==> config.mk <==
export PLATFORM = sky130hd
export DESIGN_NAME = shuffled_deck_dealer_core
export DESIGN_NICKNAME = d
export VERILOG_FILES = /design/src/sdd_pkg.sv /design/src/sdd_ram.sv /design/src/sdd_rem_unit.sv /design/src/shuffled_deck_dealer_core.sv
export SDC_FILE = /design/constraint.sdc
export NUM_CORES = 2
export LEC_CHECK = 0
export BUFFER_PORTS_ARGS = -buffer_cell sky130_fd_sc_hd__buf_2
export CORE_ASPECT_RATIO = 1.25
export CORE_MARGIN = 1.5
export CORE_UTILIZATION = 40
export CTS_CLUSTER_DIAMETER = 100
export CTS_CLUSTER_SIZE = 40
export DETAILED_ROUTE_END_ITERATION = 10
export PLACE_DENSITY = 0.57
export SYNTH_ARGS = -nofsm -noshare
export SYNTH_HDL_FRONTEND = slang
export SYNTH_SLANG_ARGS = --single-unit
==> constraint.sdc <==
create_clock -name clk_i -period 6.2 [get_ports clk_i]
set_clock_uncertainty 0.1 [all_clocks]
set_input_delay 0.62 -clock clk_i [delete_from_list [all_inputs] [get_ports clk_i]]
set_output_delay 0.62 -clock clk_i [all_outputs]
set_load 0.02 [all_outputs]
==> src/sdd_pkg.sv <==
// ----------------------------------------------------------------------------
// sdd_pkg
// Shared types and constants for the shuffled deck dealer.
// ----------------------------------------------------------------------------
package sdd_pkg;

  // Default deck capacity (entries in the deck memory)
  localparam int DECK_CAPACITY = 128;

  // Galois LFSR feedback mask
  localparam logic [31:0] LFSR_MASK = 32'h8020_0003;

  // Register reset values
  localparam logic [7:0]  COUNT_RESET = 8'd37;
  localparam logic [31:0] SEED_RESET  = 32'd1;

  // APB register map: registers lie at byte addresses 0 and 4, selected by paddr[2]
  localparam int   APB_ADDR_W      = 3;
  localparam logic REG_DECK_COUNT  = 1'b0;
  localparam logic REG_RANDOM_SEED = 1'b1;

  // Stream data widths
  localparam int S_DATA_W = 8;
  localparam int M_DATA_W = 8;
  localparam int INDEX_W  = 7;

  // Controller states
  typedef enum logic [3:0] {
    ST_FILL,      // identity sweep of the deck memory
    ST_IDLE,      // waiting for a draw
    ST_SH_START,  // step LFSR, start remainder, read deck[i]
    ST_SH_CAPI,   // capture deck[i]
    ST_SH_DIV,    // wait for remainder, read deck[j]
    ST_SH_WRI,    // deck[i] <= deck[j]
    ST_SH_WRJ,    // deck[j] <= old deck[i]
    ST_DEAL_RD,   // read deck at current position
    ST_DEAL_CAP,  // capture dealt entry, decide on restart
    ST_OUT        // hand result to the output register
  } sdd_state_e;

endpackage

==> src/sdd_ram.sv <==
// ----------------------------------------------------------------------------
// sdd_ram
// Generic simple dual-port RAM: one write port, one read port, registered read.
// ----------------------------------------------------------------------------
module sdd_ram #(
  parameter int Width = 8,
  parameter int Depth = 128,
  localparam int AddrW = (Depth > 1) ? $clog2(Depth) : 1
) (
  input  logic             clk_i,
  input  logic             we_i,
  input  logic [AddrW-1:0] waddr_i,
  input  logic [Width-1:0] wdata_i,
  input  logic [AddrW-1:0] raddr_i,
  output logic [Width-1:0] rdata_o
);

  logic [Width-1:0] mem_q [Depth];

  // write port
  always_ff @(posedge clk_i) begin
    if (we_i) begin
      mem_q[waddr_i] <= wdata_i;
    end
  end

  // registered read port
  always_ff @(posedge clk_i) begin
    rdata_o <= mem_q[raddr_i];
  end

endmodule

==> src/sdd_rem_unit.sv <==
// ----------------------------------------------------------------------------
// sdd_rem_unit
// Iterative remainder of a 32-bit value by the deck count, two bits a cycle.
// ----------------------------------------------------------------------------
module sdd_rem_unit #(
  parameter int CountW = 8
) (
  input  logic              clk_i,
  input  logic              rst_ni,
  input  logic              start_i,
  input  logic [31:0]       dividend_i,
  input  logic [CountW-1:0] divisor_i,
  output logic              done_o,
  output logic [CountW-1:0] rem_o
);

  localparam int BitsPerCycle = 2;
  localparam int Steps        = 32 / BitsPerCycle;
  localparam int StepW        = $clog2(Steps);

  logic              busy_q, busy_d;
  logic              done_q, done_d;
  logic [StepW-1:0]  step_q, step_d;
  logic [31:0]       quo_q, quo_d;
  logic [CountW-1:0] rem_q, rem_d;

  // restoring remainder steps for this cycle
  logic [31:0]       sh;
  logic [CountW-1:0] r;
  logic [CountW:0]   ext;

  always_comb begin
    sh  = quo_q;
    r   = rem_q;
    ext = '0;
    for (int k = 0; k < BitsPerCycle; k++) begin
      ext = {r, sh[31]};
      sh  = {sh[30:0], 1'b0};
      if (ext >= {1'b0, divisor_i}) begin
        ext = ext - {1'b0, divisor_i};
      end
      r = ext[CountW-1:0];
    end
  end

  // sequencing
  always_comb begin
    busy_d = busy_q;
    done_d = 1'b0;
    step_d = step_q;
    quo_d  = quo_q;
    rem_d  = rem_q;
    if (start_i) begin
      busy_d = 1'b1;
      step_d = '0;
      quo_d  = dividend_i;
      rem_d  = '0;
    end else if (busy_q) begin
      quo_d  = sh;
      rem_d  = r;
      step_d = step_q + StepW'(1);
      if (step_q == StepW'(Steps - 1)) begin
        busy_d = 1'b0;
        done_d = 1'b1;
      end
    end
  end

  always_ff @(posedge clk_i or negedge rst_ni) begin
    if (!rst_ni) begin
      busy_q <= 1'b0;
      done_q <= 1'b0;
      step_q <= '0;
    end else begin
      busy_q <= busy_d;
      done_q <= done_d;
      step_q <= step_d;
    end
  end

  always_ff @(posedge clk_i) begin
    quo_q <= quo_d;
    rem_q <= rem_d;
  end

  assign done_o = done_q;
  assign rem_o  = rem_q;

endmodule

==> src/shuffled_deck_dealer_core.sv <==
// ----------------------------------------------------------------------------
// shuffled_deck_dealer_core
// Shuffle-bag dealer: deals deck entry indices in LFSR-shuffled order.
// ----------------------------------------------------------------------------
// One draw item (s_tdata bit 0 set) returns one result: the entry index and,
// on m_tlast, a flag that the draw used up the deck and a reshuffle was done.
// A draw with the deck ready goes through DEAL_RD, DEAL_CAP and OUT to the
// output register, and the block is back in idle as the result is loaded.
// A shuffle pass runs before the first draw and on the draw that empties the
// deck; it makes one swap per used entry: the LFSR step, 16 two-bits-per-cycle
// remainder steps and the done cycle, plus the two writes on the
// single-write-port deck memory. After reset and after every deck_count write
// the deck memory is swept back to identity, one entry per cycle, while no
// draw is accepted; APB writes are taken at any time. The block handles one
// draw at a time and accepts the next one while a result still waits on the
// master side.
// ----------------------------------------------------------------------------
module shuffled_deck_dealer_core
  import sdd_pkg::*;
#(
  parameter int DeckCapacity = DECK_CAPACITY
) (
  input  logic                  clk_i,
  input  logic                  rst_ni,
  // draw requests
  input  logic                  s_tvalid,
  output logic                  s_tready,
  input  logic [S_DATA_W-1:0]   s_tdata,   // [0] draw, [7:1] zero
  // dealt entries
  output logic                  m_tvalid,
  input  logic                  m_tready,
  output logic [M_DATA_W-1:0]   m_tdata,   // [6:0] entry_index, [7] zero
  output logic                  m_tlast,   // deck_restarted
  // APB configuration
  input  logic                  psel,
  input  logic                  penable,
  input  logic                  pwrite,
  input  logic [APB_ADDR_W-1:0] paddr,
  input  logic [31:0]           pwdata,
  output logic [31:0]           prdata,
  output logic                  pready
);

  localparam int AW = (DeckCapacity > 1) ? $clog2(DeckCapacity) : 1;
  localparam int CW = $clog2(DeckCapacity + 1);

  // --------------------------------------------------------------------------
  // Configuration registers
  // --------------------------------------------------------------------------
  logic [7:0]  deck_count_q;
  logic [31:0] random_seed_q;
  logic        cfg_wr;
  logic        cfg_count_wr;
  logic        cfg_seed_wr;

  assign pready       = 1'b1;
  assign cfg_wr       = psel & penable & pwrite;
  assign cfg_count_wr = cfg_wr & (paddr[2] == REG_DECK_COUNT);
  assign cfg_seed_wr  = cfg_wr & (paddr[2] == REG_RANDOM_SEED);

  always_ff @(posedge clk_i or negedge rst_ni) begin
    if (!rst_ni) begin
      deck_count_q  <= COUNT_RESET;
      random_seed_q <= SEED_RESET;
    end else begin
      if (cfg_count_wr) begin
        deck_count_q <= pwdata[7:0];
      end
      if (cfg_seed_wr) begin
        random_seed_q <= pwdata;
      end
    end
  end

  // register read-back
  always_comb begin
    case (paddr[2])
      REG_DECK_COUNT:  prdata = {24'd0, deck_count_q};
      REG_RANDOM_SEED: prdata = random_seed_q;
      default:         prdata = '0;
    endcase
  end

  // count in use: zero acts as one, clamp at capacity
  logic [CW-1:0] used_cnt;

  always_comb begin
    if (deck_count_q == 8'd0) begin
      used_cnt = CW'(1);
    end else if (32'(deck_count_q) > 32'(DeckCapacity)) begin
      used_cnt = CW'(DeckCapacity);
    end else begin
      used_cnt = CW'(deck_count_q);
    end
  end

  // --------------------------------------------------------------------------
  // Deck memory and remainder unit
  // --------------------------------------------------------------------------
  logic          ram_we;
  logic [AW-1:0] ram_waddr;
  logic [AW-1:0] ram_wdata;
  logic [AW-1:0] ram_raddr;
  logic [AW-1:0] ram_rdata;

  sdd_ram #(
    .Width (AW),
    .Depth (DeckCapacity)
  ) u_deck_ram (
    .clk_i   (clk_i),
    .we_i    (ram_we),
    .waddr_i (ram_waddr),
    .wdata_i (ram_wdata),
    .raddr_i (ram_raddr),
    .rdata_o (ram_rdata)
  );

  logic          rem_start;
  logic [31:0]   lfsr_next;
  logic          rem_done;
  logic [CW-1:0] rem_val;

  sdd_rem_unit #(
    .CountW (CW)
  ) u_rem (
    .clk_i      (clk_i),
    .rst_ni     (rst_ni),
    .start_i    (rem_start),
    .dividend_i (lfsr_next),
    .divisor_i  (used_cnt),
    .done_o     (rem_done),
    .rem_o      (rem_val)
  );

  // --------------------------------------------------------------------------
  // Controller
  // --------------------------------------------------------------------------
  sdd_state_e    state_q, state_d;
  logic [31:0]   lfsr_q, lfsr_d;
  logic [CW-1:0] pos_q, pos_d;        // next deal position
  logic          pending_q, pending_d; // shuffle before next deal
  logic [CW-1:0] idx_i_q, idx_i_d;    // swap position i
  logic [AW-1:0] fill_q, fill_d;
  logic          restart_q, restart_d;
  logic          out_valid_q, out_valid_d;
  logic [AW-1:0] di_q, di_d;          // old deck[i]
  logic [AW-1:0] j_q, j_d;            // swap partner
  logic [AW-1:0] dealt_q, dealt_d;
  logic [INDEX_W-1:0] out_idx_q, out_idx_d;
  logic          out_last_q, out_last_d;
  logic [CW-1:0] pos_sel;
  logic [CW-1:0] i_inc;

  // one Galois LFSR step
  assign lfsr_next = {1'b0, lfsr_q[31:1]} ^ (lfsr_q[0] ? LFSR_MASK : 32'd0);
  assign pos_sel   = (pos_q >= used_cnt) ? '0 : pos_q;
  assign i_inc     = idx_i_q + CW'(1);

  always_comb begin
    state_d     = state_q;
    lfsr_d      = lfsr_q;
    pos_d       = pos_q;
    pending_d   = pending_q;
    idx_i_d     = idx_i_q;
    fill_d      = fill_q;
    restart_d   = restart_q;
    out_valid_d = out_valid_q;
    di_d        = di_q;
    j_d         = j_q;
    dealt_d     = dealt_q;
    out_idx_d   = out_idx_q;
    out_last_d  = out_last_q;
    ram_we      = 1'b0;
    ram_waddr   = idx_i_q[AW-1:0];
    ram_wdata   = ram_rdata;
    ram_raddr   = idx_i_q[AW-1:0];
    rem_start   = 1'b0;
    s_tready    = 1'b0;

    // output register drains independently
    if (out_valid_q && m_tready) begin
      out_valid_d = 1'b0;
    end

    case (state_q)
      ST_FILL: begin
        ram_we    = 1'b1;
        ram_waddr = fill_q;
        ram_wdata = fill_q;
        fill_d    = fill_q + AW'(1);
        if (fill_q == AW'(DeckCapacity - 1)) begin
          state_d = ST_IDLE;
        end
      end
      ST_IDLE: begin
        s_tready = 1'b1;
        if (s_tvalid && s_tdata[0]) begin
          restart_d = 1'b0;
          if (pending_q) begin
            idx_i_d = '0;
            state_d = ST_SH_START;
          end else begin
            state_d = ST_DEAL_RD;
          end
        end
      end
      ST_SH_START: begin
        lfsr_d    = lfsr_next;
        rem_start = 1'b1;
        state_d   = ST_SH_CAPI;
      end
      ST_SH_CAPI: begin
        di_d    = ram_rdata;
        state_d = ST_SH_DIV;
      end
      ST_SH_DIV: begin
        ram_raddr = rem_val[AW-1:0];
        if (rem_done) begin
          j_d     = rem_val[AW-1:0];
          state_d = ST_SH_WRI;
        end
      end
      ST_SH_WRI: begin
        ram_we    = 1'b1;
        ram_waddr = idx_i_q[AW-1:0];
        ram_wdata = ram_rdata;
        state_d   = ST_SH_WRJ;
      end
      ST_SH_WRJ: begin
        ram_we    = 1'b1;
        ram_waddr = j_q;
        ram_wdata = di_q;
        idx_i_d   = i_inc;
        if (i_inc >= used_cnt) begin
          pos_d     = '0;
          pending_d = 1'b0;
          state_d   = restart_q ? ST_OUT : ST_DEAL_RD;
        end else begin
          state_d = ST_SH_START;
        end
      end
      ST_DEAL_RD: begin
        ram_raddr = pos_sel[AW-1:0];
        pos_d     = pos_sel + CW'(1);
        state_d   = ST_DEAL_CAP;
      end
      ST_DEAL_CAP: begin
        dealt_d = ram_rdata;
        if (pos_q >= used_cnt) begin
          restart_d = 1'b1;
          idx_i_d   = '0;
          state_d   = ST_SH_START;
        end else begin
          state_d = ST_OUT;
        end
      end
      ST_OUT: begin
        if (!out_valid_q || m_tready) begin
          out_valid_d = 1'b1;
          out_idx_d   = INDEX_W'(dealt_q);
          out_last_d  = restart_q;
          state_d     = ST_IDLE;
        end
      end
      default: begin
        state_d = ST_IDLE;
      end
    endcase

    // configuration writes take priority
    if (cfg_count_wr) begin
      state_d   = ST_FILL;
      fill_d    = '0;
      pos_d     = '0;
      pending_d = 1'b1;
    end
    if (cfg_seed_wr) begin
      lfsr_d = (pwdata == 32'd0) ? 32'd1 : pwdata;
    end
  end

  always_ff @(posedge clk_i or negedge rst_ni) begin
    if (!rst_ni) begin
      state_q     <= ST_FILL;
      lfsr_q      <= SEED_RESET;
      pos_q       <= '0;
      pending_q   <= 1'b1;
      idx_i_q     <= '0;
      fill_q      <= '0;
      restart_q   <= 1'b0;
      out_valid_q <= 1'b0;
    end else begin
      state_q     <= state_d;
      lfsr_q      <= lfsr_d;
      pos_q       <= pos_d;
      pending_q   <= pending_d;
      idx_i_q     <= idx_i_d;
      fill_q      <= fill_d;
      restart_q   <= restart_d;
      out_valid_q <= out_valid_d;
    end
  end

  // payload registers
  always_ff @(posedge clk_i) begin
    di_q       <= di_d;
    j_q        <= j_d;
    dealt_q    <= dealt_d;
    out_idx_q  <= out_idx_d;
    out_last_q <= out_last_d;
  end

  assign m_tvalid = out_valid_q;
  assign m_tdata  = {1'b0, out_idx_q};
  assign m_tlast  = out_last_q;

endmodule

==> Implementation_results.wiki <==
{| class="wikitable"
! Metric !! Value
|-
| Max Root-Sink Buffers || 3
|-
| Post-layout instance area || 0.0487 mm^2
|-
| Total number of vias || 28500
|-
| CTS Sinks || 1080
|-
| Warnings from Yosys || 0
|-
| Hold wc startpoint || m_tready
|-
| Worst Tran Pin Value || 1.13 ns
|-
| Number of placed I/O pins || 94
|-
| Iter 0 DRT Violations || around 2600
|-
| Type of the tightest min-delay check || primary input to register
|-
| Antenna-violating nets left || 0
|-
| Die height || about 380 um
|-
| Number of input and output port buffers inserted || 82
|-
| Area leader, netlist || sky130_fd_sc_hd__edfxtp_1
|-
| Placer Congestion || approximately 0.81
|-
| Maximum number of pins on one net before global-route repair || about 120
|-
| Hold path cells || 2
|-
| Post-synth ARST share || 0.100
|-
| Antenna violations before repair || 4
|-
| First-pass GRT wire length || 177 mm
|-
| Synthesized net count || between 3000 and 4000
|-
| DIE AREA || 0.115 mm^2
|-
| Met2 track demand over resource in global routing || 0.352
|-
| Worst vdd rail ir drop || 0.468 mV
|-
| Residual DRC || 0
|-
| Cells taking the most area after synthesis || sky130_fd_sc_hd__edfxtp_1, sky130_fd_sc_hd__nand2_1, sky130_fd_sc_hd__dfrtp_1
|-
| Layout overhead on the synthesized area || 7.37%
|-
| Number of standard cells after synthesis || 3561
|-
| Met3 capacity usage during global routing || 0.0231
|-
| Area of the placeable core || 0.112 mm^2
|-
| Length of the first detailed-routing pass in iterations || 5
|-
| Total placed instance area || 0.0476 mm^2
|-
| Number of max-cap violations || 0
|-
| Number of global-route vias before repair || 27600
|-
| Largest fanout of any net on the critical path || 10
|-
| Leakage || between 15 and 20 nW
|-
| Launching point of the worst reg2reg path || deck_count_q[7]$_DFFE_PN0P_
|-
| Distinct cell type count of the synthesized netlist || 74
|-
| Post-CTS repair timing setup buffer count || 0
|-
| Site row count || 137
|-
| Number of pins with negative max-slew slack in the final report || 0
|-
| Top FF cell, synth || sky130_fd_sc_hd__edfxtp_1
|-
| Ratio of total power to cell area || a little under 400 mW/mm^2
|-
| R2R Setup Slk || 0.86 ns
|-
| Setup repair after global routing missed its margin || no
|-
| Number of standard cells in the final layout excluding fillers || 5038
|-
| Post-synthesis instance area || 0.0453 mm^2
|-
| Clock network power share || 0.174
|-
| Category of the worst setup path capture point || register
|-
| Average footprint of a synthesized cell || 12.7 um^2
|-
| Routed Wire Length || 119 mm
|-
| DPL Wire Length || 75.6 mm
|-
| Required time of the worst setup path || about 6.6 ns
|-
| Cell total after placement || 4978
|-
| All-Layer GR Usage || 0.202
|-
| Starting density of the core || 0.405
|-
| Reg-to-reg endpoint || u_rem.rem_o[1]$_SDFFE_PP0P_
|-
| Worst Setup Path Type || register to register
|-
| Kind of start point of the critical path || register
|-
| Worst hold endpoint || m_tvalid$_DFF_PN0_
|-
| Clock-pin transition on the worst setup and hold timing paths || ~0.15 ns
|-
| Share of post-route cells with drive strength above 1 || 0.0771
|-
| Met1 demand-to-capacity share in global routing || 0.265
|-
| Run status || finished, final reports clean
|-
| Switching power of the nets || approximately 6.4 mW
|-
| H-tree depth reported by CTS || 2
|-
| Clock Latency Late Sink || between 0.6 and 0.7 ns
|-
| Sequential share of power || 0.554
|-
| Clock buffers created by TritonCTS || 35
|-
| Die boundary width || 304 um
|-
| Time the worst path needs with I/O delays and setup || 5.34 ns
|-
| Sequential cell area fraction in the yosys report || 0.700
|-
| Routed via count divided by cell count || about 5.7
|-
| Sw Ratio || 0.338
|-
| Number of hold-slack violations in the final timing report || 0
|-
| Post-synthesis sequential element count || 1080
|-
| Data arrival at the endpoint of the critical path || 5.71 ns
|-
| TNS Setup || 0 ns
|-
| Average detailed-routed wire length per instance || between 20 and 25 um
|-
| Relative slew slack || 0.248
|-
| Max Clock Freq || about 190 MHz
|-
| Pint || 12.6 mW
|-
| Most congested layer reported by global routing || met2
|-
| Portion of synthesized cell area occupied by the leading cell type || 0.634
|-
| Grt total ovfl || 0
|-
| Count of antenna diodes in the layout || 0
|-
| TritonCTS clock tree || done
|-
| Number of flops mapped to enable cells by yosys || 957
|-
| Final setup violating endpoints || 0
|-
| Logic depth of the worst register-to-register path || 20
|-
| Period utilization || 0.862
|-
| Total number of nets in the final design || 3645
|-
| Clock root buffer || sky130_fd_sc_hd__clkbuf_16
|-
| Logic pwr share || 0.272
|}
-- metrics by stage --
| step | hold slack (ns) | power (mW) | utilization | setup slack (ns) |
|---|---|---|---|---|
| 2_1_floorplan | 0.224 | 13.7 | - | 1.27 |
| 4_1_cts | 0.0235 | 19.1 | 0.435 | 0.900 |
| 5_1_grt | 0.0485 | 19.8 | 0.435 | 0.360 |
| 3_5_place_dp | 0.308 | 15.9 | 0.425 | 0.969 |
| 3_3_place_gp | 0.302 | 15.8 | 0.425 | 1.04 |
| 6_report | 0.0598 | 19.0 | 0.435 | 0.855 |
-- power groups by stage --
stage | clock network [mW] | registers (mW) | logic, mW
floorplan | 0 | 10.6 | 3.05
global placement | 0 | 10.7 | 5.11
detailed placement | 0 | 10.7 | 5.20
CTS | 3.38 | 10.5 | 5.22
global route | 3.59 | 10.6 | 5.62
finish | 3.32 | 10.5 | 5.18
-- cells in the final DEF, fill, tap and decap left out, drive strengths merged, types with 5 or more instances in the layout --
cell     count
a2111oi     49
a211oi      91
a21o        11
a21oi       38
a221o       13
a221oi       5
a22o        10
a31oi       83
a32oi       71
a41oi        6
and2        35
and3         7
and4         8
buf        178
clkbuf      51
clkinv       5
dfrtp      102
dfstp        6
dfxtp       15
edfxtp     957
ha          36
inv         88
mux2        15
mux2i      140
nand2      851
nand2b       6
nand3      225
nand4       57
nor2       195
nor2b       12
nor3         8
nor4        21
o21ai       75
o22ai       11
o2bb2ai      8
o41ai       12
or3          5
xnor2       15
xor2        15
-- worst max-delay path by stage --
| stage | from | end | slack (ns) |
|---|---|---|---|
| after global placement | deck_count_q[1]$_DFFE_PN0P_ | u_rem.rem_o[1]$_SDFFE_PP0P_ | 1.04 |
| after global routing | deck_count_q[7]$_DFFE_PN0P_ | u_rem.rem_o[1]$_SDFFE_PP0P_ | 0.36 |
| final | deck_count_q[7]$_DFFE_PN0P_ | u_rem.rem_o[1]$_SDFFE_PP0P_ | 0.86 |
| after floorplan | deck_count_q[1]$_DFFE_PN0P_ | u_rem.rem_o[0]$_SDFFE_PP0P_ | 1.27 |
| after detailed placement | deck_count_q[7]$_DFFE_PN0P_ | u_deck_ram.rdata_o[0]$_DFF_P_ | 0.97 |
| after CTS | deck_count_q[7]$_DFFE_PN0P_ | u_rem.rem_o[3]$_SDFFE_PP0P_ | 0.90 |
-- synthesized netlist by cell type (18+ instances only) --
master	number
sky130_fd_sc_hd__nand4_1	57
sky130_fd_sc_hd__clkbuf_1	98
sky130_fd_sc_hd__a32oi_1	71
sky130_fd_sc_hd__nor4_1	21
sky130_fd_sc_hd__mux2i_1	140
sky130_fd_sc_hd__a2111oi_0	48
sky130_fd_sc_hd__buf_4	18
sky130_fd_sc_hd__dfrtp_1	102
sky130_fd_sc_hd__nor2_1	194
sky130_fd_sc_hd__nand2_1	851
sky130_fd_sc_hd__ha_1	36
sky130_fd_sc_hd__nand3_1	225
sky130_fd_sc_hd__and2_1	35
sky130_fd_sc_hd__o21ai_0	74
sky130_fd_sc_hd__a31oi_1	82
sky130_fd_sc_hd__inv_1	84
sky130_fd_sc_hd__edfxtp_1	957
sky130_fd_sc_hd__a21oi_1	37
sky130_fd_sc_hd__a211oi_1	90
sky130_fd_sc_hd__buf_2	91
-- critical path: stages, from the launching register on --
cell                       delay (ns)
sky130_fd_sc_hd__dfrtp_1         0.41
sky130_fd_sc_hd__clkinv_1        0.26
sky130_fd_sc_hd__nand2_1         0.33
sky130_fd_sc_hd__ha_1            0.34
sky130_fd_sc_hd__o21ai_0         0.12
sky130_fd_sc_hd__a21boi_1        0.11
sky130_fd_sc_hd__o21ai_0         0.24
sky130_fd_sc_hd__a21oi_1         0.15
sky130_fd_sc_hd__a21oi_1         0.25
sky130_fd_sc_hd__mux2i_1         0.41
sky130_fd_sc_hd__ha_1            0.30
sky130_fd_sc_hd__nor2b_1         0.13
sky130_fd_sc_hd__o21ai_0         0.21
sky130_fd_sc_hd__a21boi_0        0.16
sky130_fd_sc_hd__o21a_1          0.21
sky130_fd_sc_hd__o21ai_0         0.26
sky130_fd_sc_hd__a31oi_1         0.19
sky130_fd_sc_hd__a311oi_4        0.47
sky130_fd_sc_hd__buf_4           0.23
sky130_fd_sc_hd__mux2i_1         0.19
sky130_fd_sc_hd__a21oi_1         0.08
-- cell type report --
| type | instances | area, um^2 |
|---|---|---|
| fill | 10200 | 63300 |
| inverter | 85 | 319 |
| multi-input combinational | 2176 | 12400 |
| clock buffer | 51 | 946 |
| tap | 1459 | 1830 |
| timing repair buffer | 179 | 1290 |
| clock inverter | 8 | 128 |
| sequential | 1080 | 31700 |
-- flip-flops by register name, indices dropped and copies added (netlist names), 7 cells and up --
register / cells
u_deck_ram.rdata_o: 7
idx_i_q: 8
out_idx_q: 7
random_seed_q: 32
dealt_q: 7
u_deck_ram.mem_q: 896
deck_count_q: 8
lfsr_q: 32
di_q: 7
pos_q: 8
fill_q: 7
j_q: 7
u_rem.quo_q: 32
u_rem.rem_o: 8
-- logic make-up (layout without fill, tap and decap cells) --
group | count (synthesis) | after routing | synth area share
buffers and inverters | 305 | 323 | 0.0296
flip-flops | 1080 | 1080 | 0.700
adder cells (fa/ha/maj) | 38 | 38 | 0.0108
XOR/XNOR | 30 | 30 | 0.00580
other | 2 | 2 | 0.000166
AND/OR/NAND/NOR | 1440 | 1440 | 0.136
multiplexers | 155 | 155 | 0.0346
AO/OA/AOI/OAI | 511 | 511 | 0.0829
-- routing by layer --
| layer | wire length, um | vias up |
|---|---|---|
| met5 | 14 | - |
| met4 | 3430 | 4 |
| met3 | 6110 | 148 |
| met2 | 59200 | 867 |
| met1 | 50000 | 14400 |
| li1 | - | 13100 |
-- timing repair --
action | 4_1_cts | 5_1_grt
endpoints found under the hold margin | 54 | 0
endpoints found under the setup margin | 0 | 0
gates resized for setup | 0 | 0
hold buffers | 1 | 0
Power figures use the tool's default switching activity.
